<file path="src/vn2s_pkg.sv">
// vn2s_pkg: types, constants and helper functions for the smoothed 2d value noise block
// depends on nothing; used by every module of the block
`default_nettype none
package vn2s_pkg;

    localparam logic [31:0] HASH_MUL_SQ  = 32'd15731;
    localparam logic [31:0] HASH_ADD_SQ  = 32'd789221;
    localparam logic [31:0] HASH_ADD_OUT = 32'd1376312589;
    localparam logic [31:0] LAT_ONE      = 32'h8000_0000;
    localparam logic [31:0] ROW_STEP     = 32'd57;

    localparam longint unsigned PI_Q30  = 64'd3373259426;
    localparam longint          ONE_Q30 = 64'sd1073741824;

    // stage enables of one hash lane
    typedef struct packed {
        logic n;
        logic sq;
        logic t;
        logic g;
    } t_hash_en;

    // stage enables of the smoothing and interpolation back end
    typedef struct packed {
        logic smooth;
        logic mixx;
        logic mixy;
        logic outp;
    } t_mix_en;

    // (1 - cos(pi*k/2^bits))/2 in Q2.30, twelve taylor terms, k <= 2^bits/2
    function automatic longint half_versine_q30(input longint unsigned k,
                                                input int unsigned bits);
        longint unsigned x;
        longint unsigned x2;
        longint unsigned term;
        longint          c;
        x    = (PI_Q30 * k) >> bits;
        x2   = (x * x) >> 30;
        term = ONE_Q30;
        c    = ONE_Q30;
        term = ((term * x2) >> 30) / 2;   c = c - longint'(term);
        term = ((term * x2) >> 30) / 12;  c = c + longint'(term);
        term = ((term * x2) >> 30) / 30;  c = c - longint'(term);
        term = ((term * x2) >> 30) / 56;  c = c + longint'(term);
        term = ((term * x2) >> 30) / 90;  c = c - longint'(term);
        term = ((term * x2) >> 30) / 132; c = c + longint'(term);
        term = ((term * x2) >> 30) / 182; c = c - longint'(term);
        term = ((term * x2) >> 30) / 240; c = c + longint'(term);
        term = ((term * x2) >> 30) / 306; c = c - longint'(term);
        term = ((term * x2) >> 30) / 380; c = c + longint'(term);
        term = ((term * x2) >> 30) / 462; c = c - longint'(term);
        term = ((term * x2) >> 30) / 552; c = c + longint'(term);
        return (ONE_Q30 - c) / 2;
    endfunction

    // blend table entry k in Q1.16
    function automatic logic [16:0] blend_entry(input int unsigned k,
                                                input int unsigned bits);
        longint unsigned size;
        longint          f;
        longint unsigned rnd;
        size = longint'(1) << bits;
        if (2 * longint'(k) <= size) begin
            f = half_versine_q30(longint'(k), bits);
        end else begin
            f = ONE_Q30 - half_versine_q30(size - longint'(k), bits);
        end
        if (f < 0) begin
            f = 0;
        end
        if (f > ONE_Q30) begin
            f = ONE_Q30;
        end
        rnd = (longint'(f) + 8192) >> 14;
        return rnd[16:0];
    endfunction

    // cosine blend step: (a*(65536-w) + b*w) >> 16, result stays below 2^32+1
    function automatic logic [32:0] cos_mix(input logic [32:0] a,
                                            input logic [32:0] b,
                                            input logic [16:0] w);
        logic [50:0] acc;
        acc = 51'(a) * 51'(17'd65536 - w) + 51'(b) * 51'(w);
        return acc[48:16];
    endfunction

endpackage
`default_nettype wire

</file>
<file path="src/vn2s_hash_lane.sv">
// vn2s_hash_lane: one lattice point hash, four register stages
// depends on vn2s_pkg
`default_nettype none
module vn2s_hash_lane (
    input  wire logic              i_clk,
    input  wire vn2s_pkg::t_hash_en i_en,
    input  wire logic [31:0]       i_n0,
    input  wire logic [31:0]       i_offset,
    output logic [31:0]            o_lat
);
    import vn2s_pkg::*;

    logic [31:0] n_pos;
    logic [31:0] n_n;
    logic [31:0] n_sq;
    logic [31:0] n_t;
    logic [31:0] n_prod;
    logic [30:0] n_v;
    logic [31:0] r_n;
    logic [31:0] r_n3;
    logic [31:0] r_n4;
    logic [31:0] r_sq;
    logic [31:0] r_t;
    logic [31:0] r_lat;

    always_comb begin
        n_pos  = i_n0 + i_offset;
        n_n    = (n_pos << 13) ^ n_pos;
        n_sq   = r_n * r_n;
        n_t    = r_sq * HASH_MUL_SQ + HASH_ADD_SQ;
        n_prod = r_n4 * r_t + HASH_ADD_OUT;
        n_v    = n_prod[30:0];
    end

    always_ff @(posedge i_clk) begin
        if (i_en.n) begin
            r_n <= n_n;
        end
        if (i_en.sq) begin
            r_sq <= n_sq;
            r_n3 <= r_n;
        end
        if (i_en.t) begin
            r_t  <= n_t;
            r_n4 <= r_n3;
        end
        if (i_en.g) begin
            r_lat <= LAT_ONE - {1'b0, n_v};
        end
    end

    assign o_lat = r_lat;
endmodule
`default_nettype wire

</file>
<file path="config.mk">
export PLATFORM = sky130hd
export DESIGN_NAME = vn2s_hash_lane
export DESIGN_NICKNAME = d
export VERILOG_FILES = /design/src/vn2s_pkg.sv /design/src/vn2s_hash_lane.sv
export SDC_FILE = /design/constraint.sdc
export NUM_CORES = 2
export LEC_CHECK = 0
export BUFFER_PORTS_ARGS = -buffer_cell sky130_fd_sc_hd__buf_2
export CORE_MARGIN = 4
export CORE_UTILIZATION = 65
export CTS_BUF_LIST = sky130_fd_sc_hd__clkbuf_2 sky130_fd_sc_hd__clkbuf_4 sky130_fd_sc_hd__clkbuf_8
export CTS_CLUSTER_DIAMETER = 40
export DETAILED_ROUTE_END_ITERATION = 8
export PLACE_DENSITY = 0.82
export REMOVE_ABC_BUFFERS = 1
export SYNTH_ARGS = -nofsm -noshare
export SYNTH_HDL_FRONTEND = slang
export SYNTH_SLANG_ARGS = --single-unit
</file>
<file path="constraint.sdc">
create_clock -name i_clk -period 11.6 [get_ports i_clk]
set_input_delay 1.16 -clock i_clk [delete_from_list [all_inputs] [get_ports i_clk]]
set_output_delay 1.16 -clock i_clk [all_outputs]
set_load 0.01 [all_outputs]
</file>
Word level (Yosys, flattened, before mapping)
Cells that the tools add are included.
{"block": "totals", "ram_bits": 0, "romBits": 0, "n_memories": 0, "latchBits": 0, "regBits": 192, "wordCells": 14}
{"block": "op_classes", "bitwise_logic": 1, "add_sub_neg": 4, "shifts": 0, "mul": 3, "order_cmp": 0, "eq_ne": 0, "div_mod_pow": 0, "n_reduce_logical": 0, "n_mux": 0}
{"operator": "32-bit by 20-bit adder with 32-bit output, second input constant", "n": 1}
{"operator": "32-bit adder", "n": 1}
{"operator": "32-bit by 14-bit multiplier with 32-bit output, second input constant", "n": 1}
{"operator": "32-bit by 32-bit multiplier with 31-bit output", "n": 1}
{"operator": "32-bit by 32-bit multiplier with 32-bit output", "n": 1}
{"operator": "32-bit by 31-bit subtractor with 32-bit output, first input constant", "n": 1}
{"operator": "32-bit XOR", "n": 1}
{"operator": "31-bit adder, second input constant", "n": 1}

Logic depth before layout (Yosys ltp)
{"block": "logic_depth", "depth_word": 3, "depth_mapped": 29}

Least setup slack after synthesis
OpenSTA, ideal clock, no wires.
{"block": "synth_path", "path_type": "reg-to-reg", "from": "reg r_t[4]", "to": "reg r_lat[26], in the netlist o_lat[26] (data pin)", "t_arrival_ps": 7274, "setup_ps": 262, "path_buffers": 1, "required_time_ps": 11338, "period_less_slack_ps": 7536, "stages_incl_launch_ff": 25, "path_slack_ps": 4064, "path_cell_list": "edfxtp_1 > clkbuf_1 > and2_1 > fa_1 > fa_1 > fa_1 > inv_1 > fa_1 > inv_1 > ha_1 > inv_1 > fa_1 > inv_1 > fa_1 > fa_1 > ha_1 > and3_1 > nor4_1 > a21oi_2 > a211oi_2 > xnor2_1 > or4_4 > or4_4 > nor3_2 > xor2_1"}
{"block": "synth_via", "elab_chain_cells": 3}
{"item": "start, declared", "line": "vn2s_hash_lane.sv:23", "source": "logic [31:0] r_t;"}
{"item": "start signal, assigned", "line": "vn2s_hash_lane.sv:44", "source": "r_t <= n_t;"}
{"item": "32-bit by 32-bit multiplier with 31-bit output", "line": "vn2s_hash_lane.sv:31", "source": "n_prod = r_n4 * r_t + HASH_ADD_OUT;"}
{"item": "31-bit adder", "line": "vn2s_hash_lane.sv:31"}
{"item": "32-bit by 31-bit subtractor with 32-bit output", "line": "vn2s_hash_lane.sv:48", "source": "r_lat <= LAT_ONE - {1'b0, n_v};"}
{"item": "end signal, assigned", "line": "vn2s_hash_lane.sv:48"}
{"item": "end, declared", "line": "vn2s_hash_lane.sv:24", "source": "logic [31:0] r_lat;"}
No other way between the ends.
A chain may end at the register's enable or synchronous reset.

Worst setup path after layout
{"block": "layout_path", "from": "reg r_t[8]", "to": "reg r_lat[25], in the netlist o_lat[25] (data pin)"}
The elaborated chain is that of the path after synthesis.

==> flow_summary.json <==
{
  "drt_iter0_markers": 1855,
  "hold_class": "register to register",
  "vias": 28020,
  "cp_max_fo": 23,
  "setup_tns_ns": 0,
  "setup_violations": 0,
  "cp_cell_sequence": "nand2_1, fa_1, inv_1, fa_1, fa_1, inv_1, fa_1, inv_1, fa_1, inv_1, fa_1, inv_1, fa_1, fa_1, ha_1, nor4_1, a21oi_2, xor2_1, nor3_1, nand4b_1, or4_1, nor2_1, xnor2_1",
  "path_clk_slew_ns": 0.10,
  "cts_resized": 0,
  "synth_warnings": 0,
  "cts_tree": "built",
  "insertion_delay_ns": 0.55,
  "layout_commonest_cell": "inv_1",
  "drive_above_1_share_pct": 4.27,
  "antenna_found_initial": 1,
  "overflow": 0,
  "syn_inst": 4169,
  "dp_slack_ns": 3.12,
  "path_buf_inv": 5,
  "critPathLaunchType": "register",
  "drv_slew": 0,
  "synth_seq_area_share_pct": 13.3,
  "crit_family": "adder cells",
  "cp.arrival_ns": 8.94,
  "wl_per_cell_um": 18.0,
  "ys_ff_latch": 184,
  "io_buffers": 98,
  "crit_path_frequent_cell": "fa_1",
  "status": "complete, no violations",
  "cts_setup_buffers": 0,
  "crit_required_ns": 11.89,
  "crit_path_top_delay_cell": "edfxtp_1",
  "slowest_delay_ns": 1.08,
  "die_width_um": 261,
  "endpoint_kind": "register",
  "synth_top_area_share_pct": 41.7,
  "syn_area_per_cell_um2": 10.0,
  "final_cell_mix": "1,107 x inv_1, 868 x fa_1, 424 x ha_1, 372 x and2_1, 359 x nand2_1",
  "ys_async_sr_fraction_pct": 0,
  "grt_setup_unrepaired": "no",
  "fin_crit_ns": 8.64,
  "io_pins": 101,
  "drtPass1Iterations": 6,
  "synthTopCellsByArea": "fa_1 42%, edfxtp_1 13%, ha_1 13%",
  "area_delta_synth_final_pct": 4.28,
  "clock_skew_ns": 0.0209,
  "ant_nets": 0,
  "grt_pass1_vias": 31125,
  "setup_ws_ns": 2.96,
  "hpwl_um": 74900,
  "hold_viol_final": 0,
  "gp_congestion": 0.903,
  "clkSinkCount": 184,
  "viasPerCell": 5.53,
  "nets": 5567,
  "synth_flop_cell": "edfxtp_1",
  "initial_core_util_pct": 65.8,
  "htree_levels": 4,
  "core_um2": 63300,
  "cts_buffers": 17,
  "grt_pass1_wl_um": 154000,
  "tightestPinTransition_ns": 1.17,
  "cts_root_buffer": "clkbuf_8",
  "synth_area_um2": 41700,
  "cts.path.max_buffers": 2,
  "criticalPathCategory": "register to register",
  "maxCapViolCount": 0,
  "synth_enable_flop_cells": 184,
  "std_cell_rows": 92,
  "routed_wl_um": 91400,
  "drc": 0,
  "ys_types": 67,
  "dieArea_um2": 68200,
  "grt_max_degree": 62,
  "finalCritPeriodShare_pct": 74.5,
  "slew_headroom_pct": 22.3,
  "fmax_mhz": 116,
  "nFillCells": 4696,
  "track_usage_pct": 28.7,
  "synth_top_area_cell": "fa_1",
  "fp.dieH_um": 261,
  "cts.hold.buffers_added": 0
}
## metal layers
layer	vias to the layer above	track usage (%)	wire (µm)
met5	-	0	0
met4	0	11.9	4200
met3	287	4.70	6510
met2	1103	50.5	46900
met1	14082	35.4	33800
li1	12548	-	-
## synthesized netlist by cell type (all sizes together), types with 10 or more instances
cell type	count
o21ai	40
nor3	28
nand2b	14
o21bai	13
a21oi	83
and3	10
xnor2	190
or3	12
a31oi	10
xor2	67
nor2	69
nor2b	15
inv	1107
nand2	359
a21o	39
edfxtp	184
nand3	18
fa	868
and2	372
ha	424
o21a	16
nand4	11
clkbuf	112
## layout make-up
| cell class | instances | area [µm²] | area share (%) |
|---|---|---|---|
| antenna | 1 | 2.50 | 0.00576 |
| clock buffer | 18 | 241 | 0.556 |
| clock inverter | 14 | 180 | 0.414 |
| inverter | 1107 | 4160 | 9.56 |
| multi-input combinational | 2768 | 31600 | 72.7 |
| sequential | 184 | 5530 | 12.7 |
| tap | 846 | 1060 | 2.44 |
| timing repair buffer | 128 | 716 | 1.65 |
## state kept, by name, summed over array words and instances, names as in the netlist
name / cells
r_n: 31
r_n3: 31
r_n4: 31
r_sq: 29
o_lat: 32
r_t: 30
## worst register-to-register path, cell delays in order (launching register included)
cell	delay (ns)
edfxtp_1	1.08
nand2_1	0.26
fa_1	0.61
inv_1	0.07
fa_1	0.45
fa_1	0.51
inv_1	0.06
fa_1	0.48
inv_1	0.05
fa_1	0.52
inv_1	0.07
fa_1	0.53
inv_1	0.05
fa_1	0.49
fa_1	0.42
ha_1	0.25
nor4_1	0.47
a21oi_2	0.18
xor2_1	0.19
nor3_1	0.42
nand4b_1	0.30
or4_1	0.67
nor2_1	0.18
xnor2_1	0.08
## path summary, 6_finish.rpt
check                                        from                  end  slack [ns]  cells after the start
worst max-delay path             r_t[8]$_DFFE_PP_  o_lat[25]$_DFFE_PP_        2.96                     23
worst min-delay path            r_n3[6]$_DFFE_PP_    r_n4[6]$_DFFE_PP_        0.42                      0
worst max register to register   r_t[8]$_DFFE_PP_  o_lat[25]$_DFFE_PP_        2.96                     23
worst min register to register  r_n3[6]$_DFFE_PP_    r_n4[6]$_DFFE_PP_        0.42                      0
## metrics by stage
step	cell area [µm²]	instances	utilization [%]	hold WS (ns)
2_1_floorplan	41300	4059	-	0.400
3_3_place_gp	43000	5033	68.0	0.400
3_5_place_dp	43000	5033	68.0	0.405
4_1_cts	43500	5065	68.7	0.421
5_1_grt	43500	5066	68.7	0.423
6_report	43500	5066	68.7	0.424
## cells by family after synthesis
group,after synthesis,share of synthesized area [%]
fa+ha+maj,1292,54.4
buf+inv,1219,11.0
simple gates,941,11.5
compound gates,273,4.37
xor+xnor,257,5.40
flops,184,13.3
other cells,2,0.0180
mux,1,0.0240
Power is left out: the tool's default activity adds up to more than one toggle a clock period on the data nets, which glitch-free logic cannot reach.
